==> config.mk <==
export PLATFORM = sky130hd
export DESIGN_NAME = timed_wakeup_heap_queue
export DESIGN_NICKNAME = d
export VERILOG_FILES = /design/src/hw/rtl/twhq_pkg.sv /design/src/hw/rtl/twhq_ram.sv /design/src/hw/rtl/timed_wakeup_heap_queue.sv
export SDC_FILE = /design/constraint.sdc
export NUM_CORES = 1
export LEC_CHECK = 0
export ABC_AREA = 1
export BUFFER_PORTS_ARGS = -buffer_cell sky130_fd_sc_hd__buf_2
export CELL_PAD_IN_SITES_DETAIL_PLACEMENT = 0
export CELL_PAD_IN_SITES_GLOBAL_PLACEMENT = 1
export CORE_ASPECT_RATIO = 0.75
export CORE_MARGIN = 3
export CORE_UTILIZATION = 30
export CTS_BUF_LIST = sky130_fd_sc_hd__clkbuf_2 sky130_fd_sc_hd__clkbuf_4 sky130_fd_sc_hd__clkbuf_8
export DETAILED_ROUTE_END_ITERATION = 16
export PLACE_DENSITY = 0.57
export REMOVE_ABC_BUFFERS = 1
export SYNTH_ARGS = -nofsm -noshare
export SYNTH_HDL_FRONTEND = slang
export SYNTH_HIERARCHICAL = 1
export SYNTH_SLANG_ARGS = --single-unit
==> constraint.sdc <==
create_clock -name clk -period 5.5 [get_ports clk]
set_input_delay 0 -clock clk [delete_from_list [all_inputs] [get_ports clk]]
set_output_delay 0 -clock clk [all_outputs]
set_load 0.03 [all_outputs]
==> src/hw/rtl/twhq_pkg.sv <==
// Shared constants for the timed wakeup heap queue: wake time width, request modes, result kinds.
package twhq_pkg;

  // Width of a wake time in ticks
  localparam int TIME_BITS = 32;

  // Request modes
  localparam logic MODE_SCHEDULE = 1'b0;
  localparam logic MODE_TICK     = 1'b1;

  // Result kinds
  localparam logic [1:0] KIND_ACCEPTED = 2'd0;
  localparam logic [1:0] KIND_FULL     = 2'd1;
  localparam logic [1:0] KIND_WOKEN    = 2'd2;
  localparam logic [1:0] KIND_NONE     = 2'd3;

endpackage

==> src/hw/rtl/twhq_ram.sv <==
// Generic single-write, single-read RAM with registered read data.
module twhq_ram #(
  parameter int WIDTH = 40,
  parameter int DEPTH = 16
) (
  input  logic                     clk,
  input  logic                     we,
  input  logic [$clog2(DEPTH)-1:0] waddr,
  input  logic [WIDTH-1:0]         wdata,
  input  logic [$clog2(DEPTH)-1:0] raddr,
  output logic [WIDTH-1:0]         rdata
);

  logic [WIDTH-1:0] mem [DEPTH];

  always_ff @(posedge clk) begin
    if (we) begin
      mem[waddr] <= wdata;
    end
    rdata <= mem[raddr];
  end

endmodule

==> src/hw/rtl/timed_wakeup_heap_queue.sv <==
// Timed wakeup queue: bounded binary min-heap of (wake time, task id) entries.
// Schedule: the new entry climbs from the last slot, one parent read and compare per level;
// a full queue gets a full result and a tick on an empty queue a nothing-due result.
// Tick: each due root is released and the last entry sifts down from the root, at most
// log2(CAPACITY) levels; the steps are set by the one RAM read port and one comparator.
// One request at a time. Synchronous reset empties the queue at once; heap RAM is not cleared.
module timed_wakeup_heap_queue #(
  parameter int CAPACITY     = 16,
  parameter int TASK_ID_BITS = 8
) (
  input  logic                       clk,
  input  logic                       rst,
  input  logic                       in_valid,
  output logic                       in_ready,
  input  logic                       mode,
  input  logic [31:0]                time_value,
  input  logic [TASK_ID_BITS-1:0]    task_id,
  output logic                       out_valid,
  input  logic                       out_ready,
  output logic [1:0]                 kind,
  output logic [TASK_ID_BITS-1:0]    woken_task,
  output logic [31:0]                due_time,
  output logic                       last
);

  localparam int IW = $clog2(CAPACITY);
  localparam int CW = $clog2(CAPACITY + 1);
  localparam int XW = IW + 2;
  localparam int EW = twhq_pkg::TIME_BITS + TASK_ID_BITS;

  typedef enum logic [3:0] {
    S_IDLE, S_FIN, S_UP, S_UP_CMP, S_ROOT_RD, S_ROOT_CHK,
    S_MOV_RD, S_MOV_GET, S_DN_L, S_DN_LC, S_DN_RC, S_DN_MV
  } state_t;

  state_t          state;
  logic [CW-1:0]   count;
  logic [IW-1:0]   idx;
  logic [EW-1:0]   mov;
  logic [EW-1:0]   cand;
  logic [IW-1:0]   cand_idx;
  logic            cand_child;
  logic [EW-1:0]   pend;
  logic            have_pend;
  logic [31:0]     tick_time;
  logic [1:0]      fin_kind;

  // RAM port signals
  logic            ram_we;
  logic [IW-1:0]   ram_waddr;
  logic [EW-1:0]   ram_wdata;
  logic [IW-1:0]   ram_raddr;
  logic [EW-1:0]   rd_data;

  // Shared comparator
  logic [31:0]     cmp_a;
  logic [31:0]     cmp_b;
  logic            cmp_lt;

  logic [31:0]     rd_t;
  logic [31:0]     mov_t;
  logic [31:0]     cand_t;
  logic [IW-1:0]   parent;
  logic [XW-1:0]   child_l;
  logic [XW-1:0]   child_r;
  logic [XW-1:0]   count_x;
  logic            l_ok;
  logic            r_ok;
  logic            due;
  logic            out_free;
  logic            proceed;

  twhq_ram #(
    .WIDTH (EW),
    .DEPTH (CAPACITY)
  ) u_heap (
    .clk   (clk),
    .we    (ram_we),
    .waddr (ram_waddr),
    .wdata (ram_wdata),
    .raddr (ram_raddr),
    .rdata (rd_data)
  );

  assign rd_t     = rd_data[EW-1:TASK_ID_BITS];
  assign mov_t    = mov[EW-1:TASK_ID_BITS];
  assign cand_t   = cand[EW-1:TASK_ID_BITS];
  assign parent   = (idx - IW'(1)) >> 1;
  assign child_l  = {1'b0, idx, 1'b1};
  assign child_r  = child_l + XW'(1);
  assign count_x  = XW'(count);
  assign l_ok     = child_l < count_x;
  assign r_ok     = child_r < count_x;
  assign in_ready = (state == S_IDLE);
  assign out_free = !out_valid || out_ready;
  assign due      = (count != '0) && cmp_lt;
  assign proceed  = out_free || (due && !have_pend);

  // Comparator operand select
  always_comb begin
    cmp_a = rd_t;
    cmp_b = mov_t;
    case (state)
      S_UP_CMP: begin
        cmp_a = mov_t;
        cmp_b = rd_t;
      end
      S_ROOT_CHK: cmp_b = tick_time;
      S_DN_RC:    cmp_b = cand_t;
      default:    cmp_b = mov_t;
    endcase
  end
  assign cmp_lt = cmp_a < cmp_b;

  // Heap RAM addressing: the moving entry rides in mov, the hole sits at idx
  always_comb begin
    ram_we    = 1'b0;
    ram_waddr = idx;
    ram_wdata = mov;
    ram_raddr = '0;
    case (state)
      S_UP: begin
        if (idx != '0) begin
          ram_raddr = parent;
        end else begin
          ram_we = 1'b1;
        end
      end
      S_UP_CMP: begin
        ram_we    = 1'b1;
        ram_wdata = cmp_lt ? rd_data : mov;
      end
      S_MOV_RD: ram_raddr = count[IW-1:0];
      S_DN_L: begin
        if (l_ok) begin
          ram_raddr = child_l[IW-1:0];
        end else begin
          ram_we = 1'b1;
        end
      end
      S_DN_LC: begin
        if (r_ok) begin
          ram_raddr = child_r[IW-1:0];
        end
      end
      S_DN_MV: begin
        ram_we    = 1'b1;
        ram_wdata = cand_child ? cand : mov;
      end
      default: ram_we = 1'b0;
    endcase
  end

  // Sequencer and output register
  always_ff @(posedge clk) begin
    if (rst) begin
      state     <= S_IDLE;
      count     <= '0;
      out_valid <= 1'b0;
      have_pend <= 1'b0;
    end else begin
      if (out_valid && out_ready) begin
        out_valid <= 1'b0;
      end
      case (state)
        S_IDLE: begin
          if (in_valid) begin
            tick_time <= time_value;
            mov       <= {time_value, task_id};
            idx       <= count[IW-1:0];
            have_pend <= 1'b0;
            if (mode == twhq_pkg::MODE_SCHEDULE) begin
              if (count == CW'(CAPACITY)) begin
                fin_kind <= twhq_pkg::KIND_FULL;
                state    <= S_FIN;
              end else begin
                count <= count + CW'(1);
                state <= S_UP;
              end
            end else if (count == '0) begin
              fin_kind <= twhq_pkg::KIND_NONE;
              state    <= S_FIN;
            end else begin
              state <= S_ROOT_RD;
            end
          end
        end
        // Single closing result
        S_FIN: begin
          if (out_free) begin
            out_valid  <= 1'b1;
            kind       <= fin_kind;
            woken_task <= '0;
            due_time   <= '0;
            last       <= 1'b1;
            state      <= S_IDLE;
          end
        end
        // Sift up: parent read issued here
        S_UP: begin
          if (idx == '0) begin
            fin_kind <= twhq_pkg::KIND_ACCEPTED;
            state    <= S_FIN;
          end else begin
            state <= S_UP_CMP;
          end
        end
        S_UP_CMP: begin
          if (cmp_lt) begin
            idx   <= parent;
            state <= S_UP;
          end else begin
            fin_kind <= twhq_pkg::KIND_ACCEPTED;
            state    <= S_FIN;
          end
        end
        S_ROOT_RD: state <= S_ROOT_CHK;
        // Root due check; emits the previous pop once its last flag is known
        S_ROOT_CHK: begin
          if (proceed) begin
            if (have_pend) begin
              out_valid  <= 1'b1;
              kind       <= twhq_pkg::KIND_WOKEN;
              woken_task <= pend[TASK_ID_BITS-1:0];
              due_time   <= pend[EW-1:TASK_ID_BITS];
              last       <= !due;
            end else if (!due) begin
              out_valid  <= 1'b1;
              kind       <= twhq_pkg::KIND_NONE;
              woken_task <= '0;
              due_time   <= '0;
              last       <= 1'b1;
            end
            if (due) begin
              pend      <= rd_data;
              have_pend <= 1'b1;
              count     <= count - CW'(1);
              state     <= (count == CW'(1)) ? S_ROOT_RD : S_MOV_RD;
            end else begin
              state <= S_IDLE;
            end
          end
        end
        S_MOV_RD: state <= S_MOV_GET;
        // Former last entry becomes the moving entry, hole at the root
        S_MOV_GET: begin
          mov   <= rd_data;
          idx   <= '0;
          state <= S_DN_L;
        end
        S_DN_L: state <= l_ok ? S_DN_LC : S_ROOT_RD;
        S_DN_LC: begin
          if (cmp_lt) begin
            cand       <= rd_data;
            cand_child <= 1'b1;
            cand_idx   <= child_l[IW-1:0];
          end else begin
            cand       <= mov;
            cand_child <= 1'b0;
          end
          state <= r_ok ? S_DN_RC : S_DN_MV;
        end
        S_DN_RC: begin
          if (cmp_lt) begin
            cand       <= rd_data;
            cand_child <= 1'b1;
            cand_idx   <= child_r[IW-1:0];
          end
          state <= S_DN_MV;
        end
        S_DN_MV: begin
          if (cand_child) begin
            idx   <= cand_idx;
            state <= S_DN_L;
          end else begin
            state <= S_ROOT_RD;
          end
        end
        default: state <= S_IDLE;
      endcase
    end
  end

endmodule

==> results.json <==
{
  "grt_max_degree": 184,
  "setup_tns_ns": 0,
  "drt_first_pass_iters": 5,
  "rrSetupSlack_ns": 0.43,
  "clk_pin_slew_ns": 0.06,
  "clockRootBuffer": "clkbuf_8",
  "dp_cells": 5644,
  "yosys-mux-area-fraction_pct": 0.1691,
  "maxSlewViolCount": 0,
  "top_level_ports": 90,
  "period_share_pct": 92.25,
  "synth_fa_ha_area_share_pct": 1.409,
  "synth-edff-count": 846,
  "place.gp.congestion": 0.8881,
  "fillers": 13320,
  "holdPathStages": 4,
  "slew_headroom_pct": 10.37,
  "outcome": "finished, final reports clean",
  "synthSimpleGateAreaFrac_pct": 19.14,
  "fp.dieH_um": 322.1,
  "utilization_pct": 35.55,
  "yosysMostFrequentCell": "nand2_1",
  "cts_inserted_buffers": 149,
  "post-cts-setup-buffer-count": 0,
  "synthToLayoutAreaGrowth_pct": 17.15,
  "vias_per_cell": 4.653,
  "cp_cell_sequence": "nand2_1 > inv_2 > nand2_4 > inv_2 > a221oi_1 > ha_1 > a21oi_1 > nor2_1 > a211oi_1 > o221ai_1 > a21oi_1 > nand4_1 > nand3_2 > nand2_2 > dlygate4sd3_1 > nor2_4 > nand2_1 > a21oi_1 > dlygate4sd3_1",
  "port_buffers": 89,
  "min_from": "time_value[25]",
  "dieWidth_um": 427.4,
  "grt_pass1_wl_um": 188500,
  "path_max_fanout": 25,
  "period_needed_ns": 5.074,
  "crit_slowest_cell": "dlygate4sd3_1",
  "antenna_found_initial": 6,
  "reg2reg_to": "count[3]",
  "dpl.hpwl_um": 75500,
  "fin_cells": 6009,
  "synth_area_um2": 39960,
  "cpMostUsedCell": "a21oi_1",
  "core-area_um2": 131700,
  "clkLatencyLatePin_ns": 0.88,
  "die_area_um2": 137600,
  "hold_class": "in -> reg",
  "drt-initial-drc-count": 2598,
  "synth_top_family_by_area": "simple AND/OR/NAND/NOR gates",
  "fin_skew_ns": 0.06033,
  "rsz0062_at_grt": "false",
  "finish.net_count": 4220,
  "p_leak_nw": 19.19,
  "wl_per_cell_um": 21.84,
  "ys_ff_latch": 897,
  "multiInputGateArea_um2": 10330,
  "endpoint_kind": "flip-flop",
  "synth_compound_area_share_pct": 4.187,
  "critPathRequiredTime_ns": 6.28,
  "reg2reg_from": "state[1]",
  "yosysWarningCount": 6,
  "syn_area_per_cell_um2": 10.25,
  "regArea_um2": 26430,
  "cts_tree": "yes",
  "synthXorXnorAreaFrac_pct": 0.2411,
  "h-tree-depth": 4,
  "synth_top_area_share_pct": 63.58,
  "cpPeakStageDelay_ns": 0.71,
  "hold_violations": 0,
  "ir_drop_v": 0.0002906,
  "vias": 27960,
  "yosys-top-cells-count": "nand2_1 (1169), edfxtp_1 (846), inv_1 (635)",
  "drive_above_1_share_pct": 11.97,
  "track_usage_pct": 18.99,
  "clock-sinks": 897,
  "row_count": 115,
  "finalSetupViolCount": 0,
  "p_per_area_nw_per_um2": 406.6,
  "arrival_ns": 5.86,
  "maxCapViolCount": 0,
  "grt_pass1_vias": 26460,
  "start_util_pct": 30.35,
  "ys_types": 48,
  "synth.area.top_cells": "edfxtp_1 (64%), nand2_1 (11%), nand3_1 (6.5%)",
  "async_flop_share_pct": 0,
  "grt_overflow": 0,
  "routed_wirelength_um": 131200,
  "crit_path_start_kind": "flip-flop",
  "netlist_instances": 3900,
  "path_class": "reg -> reg",
  "worstMarginPinSlew_ns": 1.344,
  "remaining_drc_errors": 0,
  "hold_ws_ns": 0.07795,
  "cts_max_path_buffers": 3,
  "synth_seq_area_share_pct": 66.14,
  "ant_nets": 0,
  "yosysTopAreaCell": "edfxtp_1",
  "max_freq_mhz": 197.1,
  "r2r_cells": 19,
  "hold-path-endpoint": "mov[33]",
  "ys.flop_type": "edfxtp_1"
}
## registers in the layout, summed over array words and instances, names as in the netlist, 8 cells and up
name,cells
cand,40
due_time,32
mov,40
pend,40
tick_time,32
u_heap/mem,640
u_heap/rdata,40
woken_task,8
## worst max-delay path, delay by kind of cell (launching register included)
family | cells | cell delay (ns)
flip-flops | 1 | 0.43
adder cells (fa/ha/maj) | 1 | 0.23
AO/OA/AOI/OAI | 6 | 1.32
buffers and inverters | 4 | 1.84
AND/OR/NAND/NOR | 8 | 1.19
## per-stage QoR
step                power (mW)  setup WS [ns]  instance area, um2
floorplan                11.42         -14.23               38890
global placement         12.87         0.3701               42710
detailed placement       12.85         0.2879               42710
CTS                      19.20         0.2599               46740
global route             20.03        0.02417               46810
finish                   19.03         0.4263               46810
## layout make-up
class                           count  share of cell area [%]
Sequential cell                   897                   56.45
Multi-Input combinational cell   2166                   22.07
Clock buffer                      228                   5.969
Inverter                          644                   5.210
Timing Repair Buffer              272                   4.843
Tap cell                         1755                   4.691
Clock inverter                     45                  0.7564
Antenna cell                        2                 0.01069
## worst max path at each step
stage / start / to / slack (ns) / cells past startpoint
2_1_floorplan: state[2] / u_heap/rdata[39] / -14.23 / 12
3_3_place_gp: state[1] / u_heap/mem[5][27] / 0.37 / 18
3_5_place_dp: state[1] / u_heap/mem[12][27] / 0.29 / 18
4_1_cts: state[1] / u_heap/mem[14][23] / 0.26 / 18
5_1_grt: state[0] / u_heap/mem[15][24] / 0.02 / 18
6_report: state[1] / count[3] / 0.43 / 19
## layout by cell type (no fill, tap or decap), types with 3 or more instances in the layout
| master | n |
|---|---|
| ha_1 | 45 |
| inv_12 | 3 |
| nor2_1 | 104 |
| a22oi_1 | 4 |
| o21ai_1 | 7 |
| buf_12 | 18 |
| nor3_1 | 6 |
| dlygate4sd3_1 | 89 |
| nand2_2 | 4 |
| nand2_1 | 1168 |
| o211ai_1 | 12 |
| nor2_4 | 21 |
| inv_6 | 3 |
| buf_2 | 89 |
| xor2_1 | 8 |
| clkbuf_4 | 55 |
| a211oi_1 | 7 |
| xnor2_1 | 3 |
| nand3_1 | 515 |
| o221ai_1 | 18 |
| o21ai_0 | 112 |
| a41oi_1 | 12 |
| dfxtp_1 | 51 |
| clkinv_2 | 15 |
| mux2_2 | 5 |
| buf_4 | 76 |
| clkinv_1 | 14 |
| nor2_2 | 3 |
| inv_2 | 9 |
| a221oi_1 | 29 |
| inv_1 | 631 |
| a21oi_1 | 32 |
| clkbuf_8 | 173 |
| o22ai_1 | 11 |
| a41oi_2 | 6 |
| inv_8 | 8 |
| edfxtp_1 | 846 |
| nand4_1 | 7 |
## power breakdown
| part | total, mW | switching (mW) | internal (mW) | leakage, nW |
|---|---|---|---|---|
| Clock | 6.25 | 2.87 | 3.38 | 1.68 |
| Sequential | 8.64 | 0.467 | 8.17 | 8.07 |
| Combinational | 4.15 | 2.93 | 1.22 | 9.44 |
| Total | 19.0 | 6.26 | 12.8 | 19.2 |
## per-layer routing
layer | vias up | global-route usage [%] | wire length (um)
met5 | - | 0 | 0
met4 | 0 | 5.621 | 2873
met3 | 174 | 3.090 | 7670
met2 | 845 | 27.58 | 55790
met1 | 13570 | 28.88 | 64910
li1 | 13380 | - | -
## logic make-up (layout without fill, tap and decap cells)
family	count (synthesis)	in the layout
mux	6	6
simple gates	1839	1839
xor+xnor	11	11
buf+inv	837	1189
fa+ha+maj	45	45
compound gates	265	265
other cells	0	2
flops	897	897
## timing repair
| item | 4_1_cts | 5_1_grt |
|---|---|---|
| setup endpoints to repair | 0 | 107 |
| gates resized for setup | 0 | 7 |
| hold buffers | 89 | 0 |
| hold endpoints to repair | 133 | 0 |
Note: power is estimated with default switching activity, not from simulation.
